### src/hdl/bmas_pkg.sv
`timescale 1ns / 1ps
// Types, constants and microcode ROM for the buzzer melody and alarm sequencer.
package bmas_pkg;

  localparam int MAX_NOTES_DEF = 16;
  localparam int CHIRP_COUNT   = 10;

  typedef enum logic [1:0] {
    FN_TICK   = 2'd0,
    FN_APPEND = 2'd1,
    FN_COMMIT = 2'd2,
    FN_ALARM  = 2'd3
  } func_t;

  typedef struct packed {
    func_t       func;
    logic [15:0] note_hz;
    logic [15:0] note_ms;
    logic        alarm_on;
  } in_t;

  typedef struct packed {
    logic [15:0] tone_hz;
    logic        melody_busy;
    logic        alarm_sounding;
    logic        note_dropped;
  } out_t;

  typedef logic [2:0]  cfg_idx_t;
  typedef logic [15:0] cfg_data_t;

  localparam cfg_idx_t REG_END_GAP_MS     = 3'd0;
  localparam cfg_idx_t REG_CHIRP_HZ       = 3'd1;
  localparam cfg_idx_t REG_CHIRP_ON_MS    = 3'd2;
  localparam cfg_idx_t REG_SWEEP_START_HZ = 3'd3;
  localparam cfg_idx_t REG_SWEEP_STEP_HZ  = 3'd4;
  localparam cfg_idx_t REG_SWEEP_STEPS    = 3'd5;
  localparam cfg_idx_t REG_SWEEP_STEP_MS  = 3'd6;

  localparam logic [7:0]  RST_END_GAP_MS     = 8'd5;
  localparam logic [15:0] RST_CHIRP_HZ       = 16'd2500;
  localparam logic [7:0]  RST_CHIRP_ON_MS    = 8'd30;
  localparam logic [15:0] RST_SWEEP_START_HZ = 16'd2500;
  localparam logic [11:0] RST_SWEEP_STEP_HZ  = 12'd100;
  localparam logic [5:0]  RST_SWEEP_STEPS    = 6'd15;
  localparam logic [7:0]  RST_SWEEP_STEP_MS  = 8'd50;

  typedef logic [1:0] bank_t;
  localparam bank_t BANK_0 = 2'd0;
  localparam bank_t BANK_1 = 2'd1;
  localparam bank_t BANK_2 = 2'd2;

  typedef struct packed {
    logic [15:0] tone;
    logic [15:0] len;
  } note_t;

  typedef enum logic [5:0] {
    M_IDLE      = 6'b000001,
    M_NOTE      = 6'b000010,
    M_GAP       = 6'b000100,
    M_CHIRP     = 6'b001000,
    M_CHIRP_GAP = 6'b010000,
    M_SWEEP     = 6'b100000
  } mode_t;

  // silent ms after chirp i: 150 / (i + 1)
  localparam logic [7:0] CHIRP_GAP_MS [16] = '{
    8'd150, 8'd75, 8'd50, 8'd37, 8'd30, 8'd25, 8'd21, 8'd18,
    8'd16,  8'd15, 8'd13, 8'd12, 8'd11, 8'd10, 8'd10, 8'd9
  };

  typedef logic [3:0] upc_t;
  localparam upc_t U_FETCH  = 4'd0;
  localparam upc_t U_DECODE = 4'd1;
  localparam upc_t U_CHECK  = 4'd2;
  localparam upc_t U_IDLE   = 4'd3;
  localparam upc_t U_NOTE   = 4'd4;
  localparam upc_t U_GAP    = 4'd5;
  localparam upc_t U_CHIRP  = 4'd6;
  localparam upc_t U_CGAP   = 4'd7;
  localparam upc_t U_SWEEP  = 4'd8;
  localparam upc_t U_RD     = 4'd9;
  localparam upc_t U_LOAD   = 4'd10;
  localparam upc_t U_MUL    = 4'd11;
  localparam upc_t U_SWL    = 4'd12;
  localparam upc_t U_EMIT   = 4'd13;

  typedef enum logic [3:0] {
    OP_NONE, OP_CMD, OP_IDLE, OP_NOTE, OP_GAP, OP_CHIRP, OP_CGAP,
    OP_SWEEP, OP_LOAD, OP_MUL, OP_SWL, OP_EMIT
  } op_t;

  typedef enum logic [3:0] {
    C_ALWAYS, C_ACCEPT, C_TICK, C_DISPATCH, C_PLAY, C_NOTE_MORE,
    C_TO_SWEEP, C_SWEEP_ON, C_OUT_FREE
  } cond_t;

  typedef struct packed {
    op_t   op;
    cond_t cond;
    upc_t  nxt_t;
    upc_t  nxt_f;
  } uword_t;

  function automatic uword_t ucode(input upc_t a);
    uword_t w;
    case (a)
      U_FETCH:  w = '{OP_NONE,  C_ACCEPT,    U_DECODE, U_FETCH};
      U_DECODE: w = '{OP_CMD,   C_TICK,      U_CHECK,  U_EMIT};
      U_CHECK:  w = '{OP_NONE,  C_DISPATCH,  U_EMIT,   U_EMIT};
      U_IDLE:   w = '{OP_IDLE,  C_PLAY,      U_RD,     U_EMIT};
      U_NOTE:   w = '{OP_NOTE,  C_NOTE_MORE, U_RD,     U_CHECK};
      U_GAP:    w = '{OP_GAP,   C_ALWAYS,    U_CHECK,  U_CHECK};
      U_CHIRP:  w = '{OP_CHIRP, C_ALWAYS,    U_CHECK,  U_CHECK};
      U_CGAP:   w = '{OP_CGAP,  C_TO_SWEEP,  U_MUL,    U_CHECK};
      U_SWEEP:  w = '{OP_SWEEP, C_SWEEP_ON,  U_MUL,    U_CHECK};
      U_RD:     w = '{OP_NONE,  C_ALWAYS,    U_LOAD,   U_LOAD};
      U_LOAD:   w = '{OP_LOAD,  C_ALWAYS,    U_CHECK,  U_CHECK};
      U_MUL:    w = '{OP_MUL,   C_ALWAYS,    U_SWL,    U_SWL};
      U_SWL:    w = '{OP_SWL,   C_ALWAYS,    U_CHECK,  U_CHECK};
      U_EMIT:   w = '{OP_EMIT,  C_OUT_FREE,  U_FETCH,  U_EMIT};
      default:  w = '{OP_NONE,  C_ALWAYS,    U_FETCH,  U_FETCH};
    endcase
    return w;
  endfunction

endpackage

### src/hdl/buzzer_melody_alarm_sequencer_top.sv
`timescale 1ns / 1ps
// Top level: microcoded buzzer melody and alarm sequencer with note bank memory.
// Flow: fetch, decode; append/commit/alarm go straight to emit, while a tick first
//   passes the segment check, and each segment change adds microcode steps.
// One request is in work at a time; the worst case is a tick that chains through
//   zero-length notes, with a note memory read each time round the loop.
// Reset: synchronous active low; clears control, bank counts and registers to defaults,
//   note memory contents are not cleared.
module buzzer_melody_alarm_sequencer_top #(
  parameter int MAX_NOTES = bmas_pkg::MAX_NOTES_DEF
) (
  input  logic                clk,
  input  logic                rst_n,
  input  logic                in_valid,
  output logic                in_ready,
  input  bmas_pkg::in_t       in_data,
  output logic                out_valid,
  input  logic                out_ready,
  output bmas_pkg::out_t      out_data,
  input  logic                cfg_valid,
  output logic                cfg_ready,
  input  bmas_pkg::cfg_idx_t  cfg_index,
  input  bmas_pkg::cfg_data_t cfg_data
);
  import bmas_pkg::*;

  localparam int DEPTH = 3 * MAX_NOTES;
  localparam int AW    = $clog2(DEPTH);
  localparam int CW    = $clog2(MAX_NOTES + 1);
  localparam int PW    = (MAX_NOTES > 1) ? $clog2(MAX_NOTES) : 1;

  function automatic logic [AW-1:0] bank_base(input bank_t b);
    case (b)
      BANK_1:  return AW'(MAX_NOTES);
      BANK_2:  return AW'(2 * MAX_NOTES);
      default: return '0;
    endcase
  endfunction

  upc_t        upc_r, upc_nxt;
  in_t         item_r, item_nxt;
  logic        dropped_r, dropped_nxt;
  out_t        out_r, out_nxt;
  logic        out_valid_r, out_valid_nxt;
  mode_t       mode_r, mode_nxt;
  logic [15:0] tone_r, tone_nxt;
  logic [15:0] ms_r, ms_nxt;
  logic [PW-1:0] pos_r, pos_nxt;
  logic [3:0]  chirp_n_r, chirp_n_nxt;
  logic [5:0]  sweep_pos_r, sweep_pos_nxt;
  logic        alarm_r, alarm_nxt;
  logic [17:0] prod_r, prod_nxt;
  bank_t       build_r, build_nxt, pend_r, pend_nxt, play_r, play_nxt;
  logic [CW-1:0] cnt_r [3];
  logic [CW-1:0] cnt_nxt [3];

  logic [7:0]  end_gap_ms_r, chirp_on_ms_r, sweep_step_ms_r;
  logic [15:0] chirp_hz_r, sweep_start_hz_r;
  logic [11:0] sweep_step_hz_r;
  logic [5:0]  sweep_steps_r;

  note_t         mem [DEPTH];
  note_t         rd_q;
  logic          wr_en;
  logic [AW-1:0] wr_addr, rd_addr;

  uword_t      uw;
  logic        take, out_free, note_end, chirp_more, sweep_more, pend_full, build_full;
  logic [CW:0] pos_inc;
  logic [5:0]  steps_eff;
  logic [7:0]  chirp_on_eff, step_ms_eff;

  assign in_ready  = (upc_r == U_FETCH);
  assign cfg_ready = 1'b1;
  assign out_valid = out_valid_r;
  assign out_data  = out_r;

  assign wr_addr = bank_base(build_r) + AW'(cnt_r[build_r]);
  assign rd_addr = bank_base(play_r) + AW'(pos_r);

  always_ff @(posedge clk) begin
    if (wr_en) begin
      mem[wr_addr] <= '{tone: item_r.note_hz, len: item_r.note_ms};
    end
    rd_q <= mem[rd_addr];
  end

  always_comb begin
    uw           = ucode(upc_r);
    out_free     = !out_valid_r || out_ready;
    pos_inc      = (CW+1)'(pos_r) + (CW+1)'(1);
    note_end     = alarm_r || (pos_inc >= (CW+1)'(cnt_r[play_r])) || (cnt_r[pend_r] != '0);
    pend_full    = (cnt_r[pend_r] != '0);
    build_full   = (cnt_r[build_r] >= CW'(MAX_NOTES));
    chirp_more   = ((5'(chirp_n_r) + 5'd1) < 5'(CHIRP_COUNT));
    steps_eff    = (sweep_steps_r == '0) ? 6'd1 : sweep_steps_r;
    sweep_more   = ((7'(sweep_pos_r) + 7'd1) < 7'(steps_eff));
    chirp_on_eff = (chirp_on_ms_r == '0) ? 8'd1 : chirp_on_ms_r;
    step_ms_eff  = (sweep_step_ms_r == '0) ? 8'd1 : sweep_step_ms_r;

    item_nxt      = item_r;
    dropped_nxt   = dropped_r;
    out_nxt       = out_r;
    out_valid_nxt = out_valid_r;
    mode_nxt      = mode_r;
    tone_nxt      = tone_r;
    ms_nxt        = ms_r;
    pos_nxt       = pos_r;
    chirp_n_nxt   = chirp_n_r;
    sweep_pos_nxt = sweep_pos_r;
    alarm_nxt     = alarm_r;
    prod_nxt      = prod_r;
    build_nxt     = build_r;
    pend_nxt      = pend_r;
    play_nxt      = play_r;
    cnt_nxt       = cnt_r;
    wr_en         = 1'b0;

    if (out_valid_r && out_ready) begin
      out_valid_nxt = 1'b0;
    end
    if (in_valid && in_ready) begin
      item_nxt = in_data;
    end

    case (uw.op)
      OP_CMD: begin
        dropped_nxt = 1'b0;
        case (item_r.func)
          FN_APPEND: begin
            if (build_full) begin
              dropped_nxt = 1'b1;
            end else begin
              wr_en = 1'b1;
              cnt_nxt[build_r] = cnt_r[build_r] + CW'(1);
            end
          end
          FN_COMMIT: begin
            build_nxt = pend_r;
            pend_nxt  = build_r;
            cnt_nxt[pend_r] = '0;
          end
          FN_ALARM: alarm_nxt = item_r.alarm_on;
          default: ;
        endcase
      end
      OP_IDLE: begin
        if (alarm_r) begin
          chirp_n_nxt = '0;
          mode_nxt    = M_CHIRP;
          tone_nxt    = chirp_hz_r;
          ms_nxt      = 16'(chirp_on_eff);
        end else if (pend_full) begin
          pend_nxt = play_r;
          play_nxt = pend_r;
          cnt_nxt[play_r] = '0;
          pos_nxt  = '0;
          mode_nxt = M_NOTE;
        end else begin
          tone_nxt = '0;
          ms_nxt   = 16'(end_gap_ms_r);
        end
      end
      OP_NOTE: begin
        if (note_end) begin
          mode_nxt = M_GAP;
          tone_nxt = '0;
          ms_nxt   = 16'(end_gap_ms_r);
        end else begin
          pos_nxt = pos_r + PW'(1);
        end
      end
      OP_GAP: mode_nxt = M_IDLE;
      OP_CHIRP: begin
        mode_nxt = M_CHIRP_GAP;
        tone_nxt = '0;
        ms_nxt   = 16'(CHIRP_GAP_MS[chirp_n_r]);
      end
      OP_CGAP: begin
        if (!alarm_r) begin
          mode_nxt = M_IDLE;
        end else if (chirp_more) begin
          chirp_n_nxt = chirp_n_r + 4'd1;
          mode_nxt    = M_CHIRP;
          tone_nxt    = chirp_hz_r;
          ms_nxt      = 16'(chirp_on_eff);
        end else begin
          sweep_pos_nxt = '0;
          mode_nxt      = M_SWEEP;
        end
      end
      OP_SWEEP: begin
        if (sweep_more) begin
          sweep_pos_nxt = sweep_pos_r + 6'd1;
        end else if (alarm_r) begin
          sweep_pos_nxt = '0;
        end else begin
          mode_nxt = M_IDLE;
        end
      end
      OP_LOAD: begin
        tone_nxt = rd_q.tone;
        ms_nxt   = rd_q.len;
      end
      OP_MUL: prod_nxt = 18'(sweep_pos_r) * 18'(sweep_step_hz_r);
      OP_SWL: begin
        tone_nxt = sweep_start_hz_r + prod_r[15:0];
        ms_nxt   = 16'(step_ms_eff);
      end
      OP_EMIT: begin
        if (out_free) begin
          out_valid_nxt              = 1'b1;
          out_nxt.tone_hz            = tone_r;
          out_nxt.melody_busy        = (mode_r == M_NOTE) || (mode_r == M_GAP);
          out_nxt.alarm_sounding     = (mode_r == M_CHIRP) || (mode_r == M_CHIRP_GAP) ||
                                       (mode_r == M_SWEEP);
          out_nxt.note_dropped       = dropped_r;
          if ((item_r.func == FN_TICK) && (ms_r != '0)) begin
            ms_nxt = ms_r - 16'd1;
          end
        end
      end
      default: ;
    endcase

    case (uw.cond)
      C_ALWAYS:    take = 1'b1;
      C_ACCEPT:    take = in_valid;
      C_TICK:      take = (item_r.func == FN_TICK);
      C_PLAY:      take = !alarm_r && pend_full;
      C_NOTE_MORE: take = !note_end;
      C_TO_SWEEP:  take = alarm_r && !chirp_more;
      C_SWEEP_ON:  take = sweep_more || alarm_r;
      C_OUT_FREE:  take = out_free;
      default:     take = 1'b0;
    endcase
    upc_nxt = take ? uw.nxt_t : uw.nxt_f;

    if ((uw.cond == C_DISPATCH) && (ms_r == '0)) begin
      case (mode_r)
        M_NOTE:      upc_nxt = U_NOTE;
        M_GAP:       upc_nxt = U_GAP;
        M_CHIRP:     upc_nxt = U_CHIRP;
        M_CHIRP_GAP: upc_nxt = U_CGAP;
        M_SWEEP:     upc_nxt = U_SWEEP;
        default:     upc_nxt = U_IDLE;
      endcase
    end
  end

  always_ff @(posedge clk) begin
    item_r    <= item_nxt;
    dropped_r <= dropped_nxt;
    out_r     <= out_nxt;
    prod_r    <= prod_nxt;
    if (!rst_n) begin
      upc_r            <= U_FETCH;
      out_valid_r      <= 1'b0;
      mode_r           <= M_IDLE;
      tone_r           <= '0;
      ms_r             <= '0;
      pos_r            <= '0;
      chirp_n_r        <= '0;
      sweep_pos_r      <= '0;
      alarm_r          <= 1'b0;
      build_r          <= BANK_0;
      pend_r           <= BANK_1;
      play_r           <= BANK_2;
      cnt_r            <= '{default: '0};
      end_gap_ms_r     <= RST_END_GAP_MS;
      chirp_hz_r       <= RST_CHIRP_HZ;
      chirp_on_ms_r    <= RST_CHIRP_ON_MS;
      sweep_start_hz_r <= RST_SWEEP_START_HZ;
      sweep_step_hz_r  <= RST_SWEEP_STEP_HZ;
      sweep_steps_r    <= RST_SWEEP_STEPS;
      sweep_step_ms_r  <= RST_SWEEP_STEP_MS;
    end else begin
      upc_r       <= upc_nxt;
      out_valid_r <= out_valid_nxt;
      mode_r      <= mode_nxt;
      tone_r      <= tone_nxt;
      ms_r        <= ms_nxt;
      pos_r       <= pos_nxt;
      chirp_n_r   <= chirp_n_nxt;
      sweep_pos_r <= sweep_pos_nxt;
      alarm_r     <= alarm_nxt;
      build_r     <= build_nxt;
      pend_r      <= pend_nxt;
      play_r      <= play_nxt;
      cnt_r       <= cnt_nxt;
      if (cfg_valid && cfg_ready) begin
        case (cfg_index)
          REG_END_GAP_MS:     end_gap_ms_r     <= cfg_data[7:0];
          REG_CHIRP_HZ:       chirp_hz_r       <= cfg_data;
          REG_CHIRP_ON_MS:    chirp_on_ms_r    <= cfg_data[7:0];
          REG_SWEEP_START_HZ: sweep_start_hz_r <= cfg_data;
          REG_SWEEP_STEP_HZ:  sweep_step_hz_r  <= cfg_data[11:0];
          REG_SWEEP_STEPS:    sweep_steps_r    <= cfg_data[5:0];
          REG_SWEEP_STEP_MS:  sweep_step_ms_r  <= cfg_data[7:0];
          default: ;
        endcase
      end
    end
  end

endmodule

### config.mk
export PLATFORM = sky130hd
export DESIGN_NAME = buzzer_melody_alarm_sequencer_top
export DESIGN_NICKNAME = d
export VERILOG_FILES = /design/src/hdl/bmas_pkg.sv /design/src/hdl/buzzer_melody_alarm_sequencer_top.sv
export SDC_FILE = /design/constraint.sdc
export NUM_CORES = 2
export LEC_CHECK = 0
export BUFFER_PORTS_ARGS = -buffer_cell sky130_fd_sc_hd__buf_2
export CORE_MARGIN = 3
export CORE_UTILIZATION = 50
export CTS_CLUSTER_SIZE = 8
export DETAILED_ROUTE_END_ITERATION = 16
export PLACE_DENSITY = 0.62
export SYNTH_ARGS = -nofsm -noshare
export SYNTH_HDL_FRONTEND = slang
export SYNTH_SLANG_ARGS = --single-unit
### constraint.sdc
create_clock -name clk -period 6.3 [get_ports clk]
set_input_delay 0.945 -clock clk [delete_from_list [all_inputs] [get_ports clk]]
set_output_delay 0.945 -clock clk [all_outputs]
set_load 0.02 [all_outputs]
==> results by group <==
Run status
  – Status: complete, no violations

Run
  – Max_cap viols: 0

STA
  – Final Hold Viols: 0
  – Actual slew at the worst max-slew pin: about 1.1 ns
  – Shortest period the worst path allows: between 4 and 5 ns
  – Layout Skew: around 0.052 ns
  – TNS Setup: 0 ns
  – Final Max Tran Viols: 0
  – Unrepaired setup endpoints after global routing: false
  – Crit share post-route: approximately 77%
  – FMAX: a little over 200 MHz
  – Relative slew slack: between 20% and 30%
  – Finish-stage setup viols: 0

Synth
  – Net count of the mapped netlist: just over 4000
  – Synth Register Bits: 1808
  – Top_reg_cell synth: sky130_fd_sc_hd__edfxtp_1
  – Cells taking the most area after synthesis: sky130_fd_sc_hd__edfxtp_1 (66%), sky130_fd_sc_hd__mux4_2 (15%), sky130_fd_sc_hd__dfxtp_1 (5.5%)
  – Number of flops mapped to enable cells by yosys: approximately 1600
  – Number of library cell types mapped by synthesis: 72
  – Area fraction of the dominant cell type after synthesis: between 60% and 70%
  – Share of flip-flops with an asynchronous set or reset: 0%
  – Mapped Avg Cell Area: ~19 um2
  – Post-synthesis instance total: roughly 3900
  – Count of yosys warnings during synthesis: 0
  – Sequential cell area fraction in the yosys report: between 70% and 80%
  – Biggest area consumer among synthesized cells: sky130_fd_sc_hd__edfxtp_1
  – Summed instance area of the synthesized netlist: 0.0726 mm2

Final layout
  – # fillers: 10532
  – Net count reported at finish: about 4300
  – Share of layout cells above drive strength 1: 24.8%
  – Area added between synthesis and finish: 15.0%
  – Final cell utilization of the core: between 50% and 60%

Floorplan
  – Number of top-level pins: just over 80
  – Total Die Area: 0.150 mm2
  – Core region area: ~0.14 mm2
  – Initial Util: roughly half
  – Die height: 387 um
  – Horiz. Die Dim: 387 um
  – Count of standard-cell rows: roughly 140

Clock network
  – Clock slew seen by the registers of the worst setup and hold paths: approximately 0.05 ns
  – Post-CTS repair timing setup buffer count: 0
  – Number of buffers created by CTS: approximately 280
  – Clock buffer depth: 4
  – Post-cts gate resize count: 0
  – Clk Latency, worst-skew pair: between 0.8 and 0.9 ns
  – Clk Tree Root Cell: sky130_fd_sc_hd__clkbuf_16
  – TritonCTS clock tree: built
  – Number of clock sinks: between 1500 and 2000
  – Maximum level of the CTS H-tree: 5
  – Hold-fix buffer count after cts: 0

Route
  – Vias after detailed routing: roughly 38000
  – WL/cell: around 30 um
  – Drt first-iter violations: between 4000 and 5000
  – DR vias/cell: between 6 and 7
  – Remaining number of nets flagged by the antenna check after routing: 0
  – Total routed wirelength: between 150000 and 200000 um
  – Total iterations of the first detailed-routing run: 6
  – DRC viols: 0

Pwr
  – Switching portion of total power: a little under a quarter
  – Net switching power figure: 0.00681 W
  – Worst vdd ir: around 0.29 mV
  – Power after layout: between 0.02 and 0.03 W
  – Comb power frac: under 10%
  – Internal cell power: between 0.02 and 0.025 W
  – Power per cell area: roughly 350 mW/mm2
  – Proportion of power drawn by flip-flops and latches: 48.5%
  – Power share of the clock group: between 40% and 50%
  – Leakage power figure: approximately 26 nW

Worst hold path
  – Type of the tightest min-delay check: in2reg
  – Hold path endpoint: item_r[25]
  – Start point of the worst min-delay path: in_data[25]
  – Instance count along the most critical hold path: 1

Critical path
  – Critical Setup Path Class: reg2reg
  – Worst r2r dst: uw[12]
  – Worst endpoint required time: between 7 and 8 ns
  – Crit-path leading delay family: compound AO/OA/AOI/OAI gates
  – Startpoint class of the critical path: flop
  – Worst-path maximum fanout: 22
  – R2R Setup Slk: 1.44 ns
  – Arrival time at the worst endpoint: 5.61 ns
  – Endpoint kind of the worst setup timing path: flop
  – Slowest-stage cell, CP: sky130_fd_sc_hd__a311oi_4
  – Depth of the worst register-to-register path: 13
  – Crit-path max cell delay: about 0.94 ns
  – Worst path bufs/invs: 0
  – Cells traversed along the worst timing path: ha_1, and3_1, xor2_1, ha_1, and3_1, a221oi_1, o21ai_0, a311o_1, nand4b_1, nand3_1, a311oi_4, nor2b_1, a221o_1
  – Startpoint of the lowest-slack register-to-register path: sweep_pos_r[0]

Global route
  – Global route overflow: 0
  – GRT Overall Usage: around 25%
  – Met3 demand-to-capacity share in global routing: roughly 5.2%
  – Global-route wire length before repair: ~270000 um
  – Initial antenna violation count: 7
  – Met2 track utilization from global routing: between 30% and 40%
  – Most used routing layer in global routing: met2
  – Via count of the first global-routing pass: approximately 38000
  – Maximum number of pins on one net before global-route repair: 87
  – Met1 GRT Util: between 30% and 40%

Placement
  – Port-buffer cells: 79
  – GP Congestion: just under 0.9
  – Post-DP HPWL: 108000 um
[how the worst max path moves through the flow]
stage,start,endpoint,cells past startpoint
after detailed placement,sweep_pos_r[0],uw[3],15
after global routing,sweep_pos_r[0],uw[10],15
after global placement,sweep_pos_r[0],uw[3],15
final,sweep_pos_r[0],uw[12],13
after floorplan,sweep_pos_r[0],prod_r[15],18
after CTS,sweep_pos_r[0],uw[3],15
[cells in the mapped netlist, types with 9 or more instances]
cell,count
sky130_fd_sc_hd__mux2i_1,64
sky130_fd_sc_hd__inv_1,81
sky130_fd_sc_hd__buf_2,16
sky130_fd_sc_hd__a21o_1,9
sky130_fd_sc_hd__dfxtp_1,201
sky130_fd_sc_hd__edfxtp_1,1607
sky130_fd_sc_hd__o211ai_1,11
sky130_fd_sc_hd__nor2b_1,47
sky130_fd_sc_hd__nand3_1,49
sky130_fd_sc_hd__xor2_1,17
sky130_fd_sc_hd__mux4_2,480
sky130_fd_sc_hd__nor3_1,22
sky130_fd_sc_hd__a22oi_1,35
sky130_fd_sc_hd__ha_1,63
sky130_fd_sc_hd__nand2b_1,13
sky130_fd_sc_hd__buf_1,59
sky130_fd_sc_hd__a222oi_1,16
sky130_fd_sc_hd__a31oi_1,17
sky130_fd_sc_hd__nand2_1,273
sky130_fd_sc_hd__clkbuf_1,120
sky130_fd_sc_hd__a211oi_1,50
sky130_fd_sc_hd__nor2_1,174
sky130_fd_sc_hd__xnor2_1,30
sky130_fd_sc_hd__nor4_1,9
sky130_fd_sc_hd__o31ai_1,9
sky130_fd_sc_hd__o21ai_0,54
sky130_fd_sc_hd__a21oi_1,140
sky130_fd_sc_hd__fa_1,41
sky130_fd_sc_hd__and2_1,31
sky130_fd_sc_hd__and3_1,13
[cell families (layout without fill, tap and decap cells)]
kind of cell,after synthesis,after routing,synth area share (%)
adder cells (fa/ha/maj),104,104,2.22
buffers and inverters,281,652,1.50
XOR/XNOR,47,47,0.567
multiplexers,550,550,15.9
AND/OR/NAND/NOR,670,670,4.21
AO/OA/AOI/OAI,403,403,3.62
other,1,2,0.00517
flip-flops,1808,1808,72.0
[power by group through the flow]
stage | Clock (W) | Combinational (W) | Sequential, W
6_report | 0.0128 | 0.00239 | 0.0143
3_3_place_gp | 0 | 0.00233 | 0.0145
4_1_cts | 0.0130 | 0.00239 | 0.0143
2_1_floorplan | 0 | 0.00112 | 0.0148
3_5_place_dp | 0 | 0.00239 | 0.0145
5_1_grt | 0.0136 | 0.00263 | 0.0143
[registers in the layout (all words and copies together) (netlist names), 19 cells and up]
register / flops
mem: 1536
item_r: 35
rd_q: 32
out_data: 19
[stage by stage]
stage / setup slack, ns / area, um2 / std cells / hold WS, ns
2_1_floorplan: 1.93 / 72600 / 3864 / 0.400
3_3_place_gp: 1.40 / 76000 / 5769 / 0.405
3_5_place_dp: 1.41 / 76000 / 5769 / 0.427
4_1_cts: 1.40 / 83500 / 6138 / 0.188
5_1_grt: 1.07 / 83500 / 6138 / 0.201
6_report: 1.44 / 83500 / 6139 / 0.244
[area by class of cell]
cell class / count / area (um2) / share of cell area [%]
Sequential cell: 1808 / 52300 / 62.7
Clock buffer: 364 / 7390 / 8.85
Clock inverter: 5 / 42.5 / 0.0510
Timing Repair Buffer: 201 / 1440 / 1.72
Antenna cell: 1 / 2.50 / 0.00300
Inverter: 82 / 309 / 0.370
Tap cell: 1903 / 2380 / 2.85
Multi-Input combinational cell: 1775 / 19600 / 23.5
[routing by layer]
layer,vias to the layer above,part of all wire (%)
li1,16076,-
met1,20133,43
met2,1665,47
met3,272,8.7
met4,0,2.2
met5,-,0
[placed cells by master, fill, tap and decap left out, types with 41 or more instances in the layout]
cell type / Yosys / final
sky130_fd_sc_hd__fa_1: 41 / 41
sky130_fd_sc_hd__o21ai_0: 54 / 54
sky130_fd_sc_hd__nor2_1: 174 / 124
sky130_fd_sc_hd__mux4_2: 480 / 480
sky130_fd_sc_hd__clkbuf_1: 120 / 81
sky130_fd_sc_hd__mux2i_1: 64 / 64
sky130_fd_sc_hd__ha_1: 63 / 63
sky130_fd_sc_hd__a21oi_1: 140 / 140
sky130_fd_sc_hd__buf_4: 2 / 112
sky130_fd_sc_hd__nand3_1: 49 / 49
sky130_fd_sc_hd__dfxtp_1: 201 / 195
sky130_fd_sc_hd__inv_1: 81 / 81
sky130_fd_sc_hd__nor2_4: 0 / 48
sky130_fd_sc_hd__nor2b_1: 47 / 47
sky130_fd_sc_hd__edfxtp_1: 1607 / 1607
sky130_fd_sc_hd__clkbuf_16: 0 / 283
sky130_fd_sc_hd__a211oi_1: 50 / 50
sky130_fd_sc_hd__buf_2: 16 / 79
sky130_fd_sc_hd__nand2_1: 273 / 273
Note: power is estimated with default switching activity, not from simulation.
